===== src/hw/rtl/hfr_pkg.sv =====
// hfr_pkg: shared constants, command type and character decode helpers
// for the hex frame receiver. No dependencies.
`timescale 1ns / 1ps

package hfr_pkg;

    // Frame buffer sizing
    localparam int MAX_CHARS   = 12;
    localparam int STORE_DEPTH = MAX_CHARS / 2;
    localparam int CNT_W       = $clog2(MAX_CHARS + 1);
    localparam int IDX_W       = $clog2(STORE_DEPTH);

    // Command queue between front and back
    localparam int QUEUE_DEPTH = 4;
    localparam int QPTR_W      = $clog2(QUEUE_DEPTH);

    // Control characters
    localparam logic [7:0] CH_STX = 8'h02;
    localparam logic [7:0] CH_ETX = 8'h03;
    localparam logic [7:0] CH_ACK = 8'h06;
    localparam logic [7:0] CH_D0  = 8'h30;
    localparam logic [7:0] CH_D9  = 8'h39;
    localparam logic [7:0] CH_UA  = 8'h41;
    localparam logic [7:0] CH_UF  = 8'h46;

    // Result kinds
    localparam logic KIND_ACK = 1'b0;
    localparam logic KIND_MSG = 1'b1;

    typedef enum logic [1:0] {
        OP_STX,
        OP_ETX,
        OP_HEX
    } cmd_op_t;

    typedef struct packed {
        cmd_op_t    op;
        logic [3:0] nibble;
        logic       active;
    } cmd_t;

    // Nibble value of an upper-case hex character (caller checks validity)
    function automatic logic [3:0] hex_nibble(input logic [7:0] ch);
        logic [3:0] val;
        if (ch <= CH_D9) begin
            val = ch[3:0];
        end else begin
            val = ch[3:0] + 4'd9;
        end
        return val;
    endfunction

endpackage


===== src/hw/rtl/hfr_front.sv =====
// hfr_front: accepts received characters, classifies them and drops
// anything that is not STX, ETX or upper-case hex. Uses hfr_pkg.
`timescale 1ns / 1ps

module hfr_front (
    input  logic          aclk,
    input  logic          aresetn,
    input  logic          s_valid,
    output logic          s_ready,
    input  logic [7:0]    s_rx_char,
    input  logic          s_detector_active,
    output logic          cmd_valid,
    input  logic          cmd_ready,
    output hfr_pkg::cmd_t cmd
);
    import hfr_pkg::*;

    logic cmd_valid_reg, cmd_valid_next;
    cmd_t cmd_reg, cmd_next;
    cmd_t cls;
    logic keep;
    logic take;

    // Classify the incoming character
    always_comb begin
        cls.op     = OP_HEX;
        cls.nibble = hex_nibble(s_rx_char);
        cls.active = s_detector_active;
        keep       = 1'b1;
        case (s_rx_char) inside
            CH_STX:         cls.op = OP_STX;
            CH_ETX:         cls.op = OP_ETX;
            [CH_D0:CH_D9]:  cls.op = OP_HEX;
            [CH_UA:CH_UF]:  cls.op = OP_HEX;
            default:        keep = 1'b0;
        endcase
    end

    assign s_ready = !cmd_valid_reg || cmd_ready;
    assign take    = s_valid && s_ready;

    // Command register feeding the queue
    always_comb begin
        cmd_valid_next = cmd_valid_reg;
        cmd_next       = cmd_reg;
        if (cmd_valid_reg && cmd_ready) begin
            cmd_valid_next = 1'b0;
        end
        if (take && keep) begin
            cmd_valid_next = 1'b1;
            cmd_next       = cls;
        end
    end

    always_ff @(posedge aclk) begin
        if (!aresetn) begin
            cmd_valid_reg <= 1'b0;
        end else begin
            cmd_valid_reg <= cmd_valid_next;
        end
        cmd_reg <= cmd_next;
    end

    assign cmd_valid = cmd_valid_reg;
    assign cmd       = cmd_reg;

endmodule


===== src/hw/rtl/hfr_fifo.sv =====
// hfr_fifo: short command queue between the front and the back.
// Uses hfr_pkg for the command type and depth.
`timescale 1ns / 1ps

module hfr_fifo (
    input  logic          aclk,
    input  logic          aresetn,
    input  logic          wr_valid,
    output logic          wr_ready,
    input  hfr_pkg::cmd_t wr_data,
    output logic          rd_valid,
    input  logic          rd_ready,
    output hfr_pkg::cmd_t rd_data
);
    import hfr_pkg::*;

    cmd_t              entry_reg [QUEUE_DEPTH];
    logic [QPTR_W-1:0] wr_ptr_reg, wr_ptr_next;
    logic [QPTR_W-1:0] rd_ptr_reg, rd_ptr_next;
    logic [QPTR_W:0]   fill_reg, fill_next;
    logic              push, pop;

    assign wr_ready = (fill_reg != (QPTR_W + 1)'(QUEUE_DEPTH));
    assign rd_valid = (fill_reg != '0);
    assign rd_data  = entry_reg[rd_ptr_reg];
    assign push     = wr_valid && wr_ready;
    assign pop      = rd_valid && rd_ready;

    // Pointer and fill update
    always_comb begin
        wr_ptr_next = push ? wr_ptr_reg + 1'b1 : wr_ptr_reg;
        rd_ptr_next = pop ? rd_ptr_reg + 1'b1 : rd_ptr_reg;
        fill_next   = fill_reg;
        if (push && !pop) begin
            fill_next = fill_reg + 1'b1;
        end else if (pop && !push) begin
            fill_next = fill_reg - 1'b1;
        end
    end

    always_ff @(posedge aclk) begin
        if (!aresetn) begin
            wr_ptr_reg <= '0;
            rd_ptr_reg <= '0;
            fill_reg   <= '0;
        end else begin
            wr_ptr_reg <= wr_ptr_next;
            rd_ptr_reg <= rd_ptr_next;
            fill_reg   <= fill_next;
        end
        if (push) begin
            entry_reg[wr_ptr_reg] <= wr_data;
        end
    end

    // Fill level tracks the pointer distance
    assert property (@(posedge aclk) disable iff (!aresetn)
        (fill_reg != (QPTR_W + 1)'(QUEUE_DEPTH)) |->
            (QPTR_W'(wr_ptr_reg - rd_ptr_reg) == fill_reg[QPTR_W-1:0]))
        else $error("hfr_fifo: fill level disagrees with pointers");

    assert property (@(posedge aclk) disable iff (!aresetn)
        (fill_reg == (QPTR_W + 1)'(QUEUE_DEPTH)) |-> (wr_ptr_reg == rd_ptr_reg))
        else $error("hfr_fifo: full queue with unequal pointers");

    assert property (@(posedge aclk) disable iff (!aresetn)
        (push && !pop) |=> (fill_reg == $past(fill_reg) + 1'b1))
        else $error("hfr_fifo: push did not raise fill level");

endmodule


===== src/hw/rtl/hfr_back.sv =====
// hfr_back: frame state, nibble packing into the byte store and readout
// of acknowledge and message bytes on ETX. Uses hfr_pkg.
`timescale 1ns / 1ps

module hfr_back (
    input  logic          aclk,
    input  logic          aresetn,
    input  logic          cmd_valid,
    output logic          cmd_ready,
    input  hfr_pkg::cmd_t cmd,
    output logic          m_valid,
    input  logic          m_ready,
    output logic          m_kind,
    output logic [7:0]    m_data,
    output logic          m_last
);
    import hfr_pkg::*;

    typedef enum logic [1:0] {
        S_RUN,
        S_ACK,
        S_FETCH,
        S_SEND
    } state_t;

    state_t           state_reg, state_next;
    logic             waiting_reg, waiting_next;
    logic [CNT_W-1:0] count_reg, count_next;
    logic [3:0]       hi_nib_reg, hi_nib_next;
    logic [IDX_W-1:0] msg_left_reg, msg_left_next;
    logic [IDX_W-1:0] rd_idx_reg, rd_idx_next;
    logic             out_valid_reg, out_valid_next;
    logic             out_kind_reg, out_kind_next;
    logic [7:0]       out_data_reg, out_data_next;
    logic             out_last_reg, out_last_next;

    logic [7:0]       store_mem [STORE_DEPTH];
    logic [7:0]       rd_data_reg;
    logic             wr_en;
    logic [IDX_W-1:0] wr_idx;
    logic [7:0]       wr_byte;

    logic             cmd_pop;
    logic             out_free;
    logic [CNT_W-2:0] whole_bytes;

    assign cmd_ready   = (state_reg == S_RUN);
    assign cmd_pop     = cmd_valid && cmd_ready;
    assign out_free    = !out_valid_reg || m_ready;
    assign whole_bytes = count_reg[CNT_W-1:1];
    assign wr_idx      = IDX_W'(count_reg >> 1);
    assign wr_byte     = {hi_nib_reg, cmd.nibble};

    // Command execution and readout sequencing
    always_comb begin
        state_next     = state_reg;
        waiting_next   = waiting_reg;
        count_next     = count_reg;
        hi_nib_next    = hi_nib_reg;
        msg_left_next  = msg_left_reg;
        rd_idx_next    = rd_idx_reg;
        out_valid_next = out_valid_reg;
        out_kind_next  = out_kind_reg;
        out_data_next  = out_data_reg;
        out_last_next  = out_last_reg;
        wr_en          = 1'b0;

        if (out_valid_reg && m_ready) begin
            out_valid_next = 1'b0;
        end

        case (state_reg)
            S_RUN: begin
                if (cmd_pop) begin
                    if (waiting_reg) begin
                        // everything but STX is ignored before a frame
                        if (cmd.op == OP_STX) begin
                            waiting_next = 1'b0;
                            count_next   = '0;
                        end
                    end else begin
                        case (cmd.op)
                            OP_ETX: begin
                                waiting_next = 1'b1;
                                count_next   = '0;
                                rd_idx_next  = '0;
                                // checksum byte is dropped
                                msg_left_next = (whole_bytes > 1)
                                    ? IDX_W'(whole_bytes - 1'b1) : '0;
                                if (cmd.active) begin
                                    state_next = S_ACK;
                                end else if (whole_bytes > 1) begin
                                    state_next = S_FETCH;
                                end
                            end
                            OP_HEX: begin
                                if (count_reg < CNT_W'(MAX_CHARS)) begin
                                    if (count_reg[0]) begin
                                        wr_en = 1'b1;
                                    end else begin
                                        hi_nib_next = cmd.nibble;
                                    end
                                    count_next = count_reg + 1'b1;
                                end
                            end
                            default: begin
                                // repeated STX inside a frame is ignored
                            end
                        endcase
                    end
                end
            end
            S_ACK: begin
                if (out_free) begin
                    out_valid_next = 1'b1;
                    out_kind_next  = KIND_ACK;
                    out_data_next  = CH_ACK;
                    out_last_next  = (msg_left_reg == '0);
                    state_next     = (msg_left_reg == '0) ? S_RUN : S_FETCH;
                end
            end
            S_FETCH: begin
                state_next = S_SEND;
            end
            S_SEND: begin
                if (out_free) begin
                    out_valid_next = 1'b1;
                    out_kind_next  = KIND_MSG;
                    out_data_next  = rd_data_reg;
                    out_last_next  = (msg_left_reg == IDX_W'(1));
                    msg_left_next  = msg_left_reg - 1'b1;
                    rd_idx_next    = rd_idx_reg + 1'b1;
                    state_next     = (msg_left_reg == IDX_W'(1)) ? S_RUN : S_FETCH;
                end
            end
            default: begin
                state_next = S_RUN;
            end
        endcase
    end

    always_ff @(posedge aclk) begin
        if (!aresetn) begin
            state_reg     <= S_RUN;
            waiting_reg   <= 1'b1;
            count_reg     <= '0;
            msg_left_reg  <= '0;
            rd_idx_reg    <= '0;
            out_valid_reg <= 1'b0;
        end else begin
            state_reg     <= state_next;
            waiting_reg   <= waiting_next;
            count_reg     <= count_next;
            msg_left_reg  <= msg_left_next;
            rd_idx_reg    <= rd_idx_next;
            out_valid_reg <= out_valid_next;
        end
        hi_nib_reg   <= hi_nib_next;
        out_kind_reg <= out_kind_next;
        out_data_reg <= out_data_next;
        out_last_reg <= out_last_next;
    end

    // Byte store: one write port, one registered read port
    always_ff @(posedge aclk) begin
        if (wr_en) begin
            store_mem[wr_idx] <= wr_byte;
        end
        rd_data_reg <= store_mem[rd_idx_reg];
    end

    assign m_valid = out_valid_reg;
    assign m_kind  = out_kind_reg;
    assign m_data  = out_data_reg;
    assign m_last  = out_last_reg;

    // Commands are only taken while no readout is in progress
    assert property (@(posedge aclk) disable iff (!aresetn)
        cmd_pop |-> (state_reg == S_RUN))
        else $error("hfr_back: command taken during readout");

    // A readout byte is always owed when sending
    assert property (@(posedge aclk) disable iff (!aresetn)
        (state_reg == S_SEND || state_reg == S_FETCH) |-> (msg_left_reg != '0))
        else $error("hfr_back: readout with nothing left");

    // Readout happens only after the frame has closed
    assert property (@(posedge aclk) disable iff (!aresetn)
        (state_reg != S_RUN) |-> waiting_reg)
        else $error("hfr_back: readout while a frame is open");

    // Read address stays inside the store
    assert property (@(posedge aclk) disable iff (!aresetn)
        (state_reg == S_FETCH) |-> (rd_idx_reg < IDX_W'(STORE_DEPTH - 1)))
        else $error("hfr_back: read address beyond message bytes");

endmodule


===== src/hw/rtl/hex_frame_receiver_core.sv =====
// Hex frame receiver top level: front classifier, command queue, back end.
// Throughput: one character per cycle while no frame is being read out.
// A character passes the front register and the queue to the back end; on ETX
// the acknowledge (detector active) is loaded first, then each message byte is
// read from the store and then loaded for output; the queue fills during readout.
// Reset (aresetn, synchronous, active low) returns to waiting for STX and
// empties the queue; the byte store is not cleared.
`timescale 1ns / 1ps

module hex_frame_receiver_core (
    input  logic       aclk,
    input  logic       aresetn,
    input  logic       s_valid,
    output logic       s_ready,
    input  logic [7:0] s_rx_char,
    input  logic       s_detector_active,
    output logic       m_valid,
    input  logic       m_ready,
    output logic       m_kind,
    output logic [7:0] m_data,
    output logic       m_last
);
    import hfr_pkg::*;

    logic front_valid, front_ready;
    cmd_t front_cmd;
    logic back_valid, back_ready;
    cmd_t back_cmd;

    // Character classification
    hfr_front u_front (
        .aclk              (aclk),
        .aresetn           (aresetn),
        .s_valid           (s_valid),
        .s_ready           (s_ready),
        .s_rx_char         (s_rx_char),
        .s_detector_active (s_detector_active),
        .cmd_valid         (front_valid),
        .cmd_ready         (front_ready),
        .cmd               (front_cmd)
    );

    // Command queue
    hfr_fifo u_fifo (
        .aclk     (aclk),
        .aresetn  (aresetn),
        .wr_valid (front_valid),
        .wr_ready (front_ready),
        .wr_data  (front_cmd),
        .rd_valid (back_valid),
        .rd_ready (back_ready),
        .rd_data  (back_cmd)
    );

    // Frame handling and result output
    hfr_back u_back (
        .aclk      (aclk),
        .aresetn   (aresetn),
        .cmd_valid (back_valid),
        .cmd_ready (back_ready),
        .cmd       (back_cmd),
        .m_valid   (m_valid),
        .m_ready   (m_ready),
        .m_kind    (m_kind),
        .m_data    (m_data),
        .m_last    (m_last)
    );

endmodule


===== config.mk =====
export PLATFORM = sky130hd
export DESIGN_NAME = hex_frame_receiver_core
export DESIGN_NICKNAME = d
export VERILOG_FILES = /design/src/hw/rtl/hfr_pkg.sv /design/src/hw/rtl/hfr_front.sv /design/src/hw/rtl/hfr_fifo.sv /design/src/hw/rtl/hfr_back.sv /design/src/hw/rtl/hex_frame_receiver_core.sv
export SDC_FILE = /design/constraint.sdc
export NUM_CORES = 1
export LEC_CHECK = 0
export ABC_CLOCK_PERIOD_IN_PS = 3890
export BUFFER_PORTS_ARGS = -buffer_cell sky130_fd_sc_hd__buf_2
export CELL_PAD_IN_SITES_DETAIL_PLACEMENT = 1
export CELL_PAD_IN_SITES_GLOBAL_PLACEMENT = 1
export CORE_MARGIN = 2
export CORE_UTILIZATION = 40
export DETAILED_ROUTE_END_ITERATION = 6
export PLACE_DENSITY = 0.65
export SETUP_SLACK_MARGIN = 0.3
export SYNTH_ARGS = -nofsm -noshare
export SYNTH_HDL_FRONTEND = slang
export SYNTH_SLANG_ARGS = --single-unit

===== constraint.sdc =====
create_clock -name aclk -period 3.89 [get_ports aclk]
set_input_delay 0.1945 -clock aclk [delete_from_list [all_inputs] [get_ports aclk]]
set_output_delay 0.1945 -clock aclk [all_outputs]
set_load 0.05 [all_outputs]

==> flow_metrics.tcl <==
set metrics [dict create \
    clk_latency_ns 0.42 \
    finalCriticalPeriod_ns 3.09 \
    cts_buffer_depth 2 \
    place_congestion 0.737 \
    start_util 0.407 \
    vdd_drop_max_mv 0.342 \
    synth_area_per_cell_um2 15.0 \
    final_hold_viol_count 0 \
    root_buffer "clkbuf_16" \
    syn_nets 390 \
    clkTransAtPathRegs_ns 0.06 \
    cts_setup_buffers 0 \
    synth.distinct_cells 52 \
    port_buffers 24 \
    p_per_area_nw_per_um2 593 \
    setup_tns_ns 0 \
    coreArea_um2 13100 \
    rsz0062_at_grt "no" \
    ys_ff_latch 129 \
    synth-main-ff-cell "edfxtp_1" \
    drtPass1Iterations 4 \
    synth_edf_count 97 \
    crit_path_start_kind "register" \
    hold_class "primary input to register" \
    worst_pin_slew_ns 1.11 \
    nFillCells 1337 \
    slew_headroom 0.260 \
    cp.required_ns 3.94 \
    drtIter0Drc 121 \
    drc 0 \
    antenna_found_initial 0 \
    ys_warn_count 0 \
    final_nets 424 \
    ant_nets 0 \
    numClockSinks 129 \
    multiInputGateArea_um2 1680 \
    n_antenna_cell 0 \
    slew_violations 0 \
    dieHeight_um 120 \
    syn_area_um2 5350 \
    io_pins 25 \
    rows 42 \
    whs_ns 0.0740 \
    cts_hold_buf 1 \
    grt_pass1_vias 3138 \
    crit_type "register to register" \
    fmax_ghz 0.324 \
    hpwl_um 7210 \
    register_area_um2 3550 \
    routed_wl_um 10000 \
    cp.arrival_ns 3.14 \
    chipWidth_um 120 \
    wl_per_cell_um 17.3 \
    track_usage 0.154 \
    overflow 0 \
    cts-buffers-inserted 17 \
    viasPerCell 5.09 \
    areaGrowthSynthToFinish_pct 15.9 \
    postSynthCellCount 357 \
    postSynth.asyncResetShare 0 \
    largest_reg_flops 48 \
    vias 2946 \
    crit_path_end_kind "register" \
    period_share 0.794 \
    drive_gt1_frac 0.208 \
    cts_tree "built" \
    maxCapViolCount 0 \
    outcome "finished, final reports clean" \
    htreeDepth 4 \
    critPathMaxFanout 8 \
    die_area_um2 14300 \
    grt_max_degree 19 \
    ys_seq_area_frac 0.664 \
    cts-resized-gates 0 \
    leakage_nw 2.16 \
    grt_pass1_wl_um 16500 \
    skew_ns 0.00595 \
    setup_viol 0 \
]
final cells by class:
class,instances,area share
repair buffers,27,0.0234
flip-flops and latches,129,0.573
clock buffers,17,0.0686
inverters,15,0.00909
well taps,176,0.0355
multi-input cells,201,0.271
clock inverters,14,0.0190
routing by layer:
metal  up-vias  track usage  part of all wire
met3        17       0.0399             0.031
met2        55        0.260              0.51
met1      1471        0.183              0.44
met4         0       0.0772             0.024
li1       1403            -                 -
met5         -            0                 0
cell usage after synthesis, types with 2 or more instances:
master / count / share of area
and2_1: 4 / 0.0047
a31oi_1: 3 / 0.0035
xor2_1: 6 / 0.0098
edfxtp_1: 97 / 0.54
nor2_1: 31 / 0.022
nor4_1: 4 / 0.0047
nand2_1: 12 / 0.0084
nor2b_1: 3 / 0.0035
xnor2_1: 4 / 0.0066
a211oi_1: 2 / 0.0028
mux4_2: 15 / 0.063
clkbuf_1: 8 / 0.0056
a21oi_1: 14 / 0.013
nand2b_1: 8 / 0.0094
dfxtp_1: 32 / 0.12
ha_1: 19 / 0.044
inv_1: 15 / 0.011
or3_1: 5 / 0.0058
nand3_1: 4 / 0.0037
nor3_1: 5 / 0.0047
nand4_1: 2 / 0.0023
and3b_1: 2 / 0.0033
mux2i_1: 14 / 0.026
o221ai_1: 2 / 0.0033
or2_2: 2 / 0.0023
mux2_2: 3 / 0.0063
nor3b_1: 5 / 0.0070
o21ai_0: 5 / 0.0047
and3_1: 8 / 0.0094
through the flow:
| stage | cells | total power, mW | utilization | setup slack (ns) | cell area [µm²] |
|---|---|---|---|---|---|
| finish | 579 | 3.67 | 0.472 | 0.801 | 6200 |
| global route | 579 | 3.83 | 0.472 | 0.519 | 6200 |
| CTS | 579 | 3.72 | 0.472 | 0.709 | 6200 |
| detailed placement | 547 | 2.26 | 0.430 | 0.736 | 5640 |
| global placement | 547 | 2.23 | 0.430 | 0.926 | 5640 |
| floorplan | 357 | 2.11 | - | 1.16 | 5350 |
where the power goes:
part | switching [mW] | internal, mW
clock | 0.583 | 0.870
sequential | 0.111 | 1.58
combinational | 0.314 | 0.215
cells in the final DEF (no fill, tap or decap), types with 6 or more instances in the layout:
cell       instances
clkbuf_16         17
nor2_1            31
buf_2             24
edfxtp_1          97
dfxtp_1           32
inv_1             15
nand2b_1           8
mux4_2            15
a21oi_1           14
ha_1              19
and3_1             8
xor2_1             6
mux2i_1           14
nand2_1           12
logic make-up after synthesis:
logic type               share of synthesized area
AND/OR/NAND/NOR                              0.102
flip-flops                                   0.664
multiplexers                                0.0957
adder cells (fa/ha/maj)                     0.0482
XOR/XNOR                                    0.0164
AO/OA/AOI/OAI                               0.0517
buffers and inverters                       0.0215
final timing paths:
path	start	endpoint	slack [ns]	cells after the start
worst min register to register	u_back.rd_data_reg[1]$_DFF_P_	u_back.m_data[1]$_SDFFCE_PN1P_	0.49	1
worst max-delay path	register	u_back.store_mem[3][4]$_DFFE_PP_	0.80	7
worst max register to register	register	u_back.store_mem[3][4]$_DFFE_PP_	0.80	7
worst min-delay path	s_valid	u_front.cmd_valid$_SDFFE_PN0P_	0.07	3
worst max-delay path, stage by stage, from the launching register on:
cell       delay [ns]
dfxtp_1          0.61
mux4_2           0.58
inv_1            0.11
ha_1             0.20
nand2b_1         0.08
a2111oi_2        0.30
nand3_1          0.19
nor2_1           0.63
(Power assumes the default switching activity.)
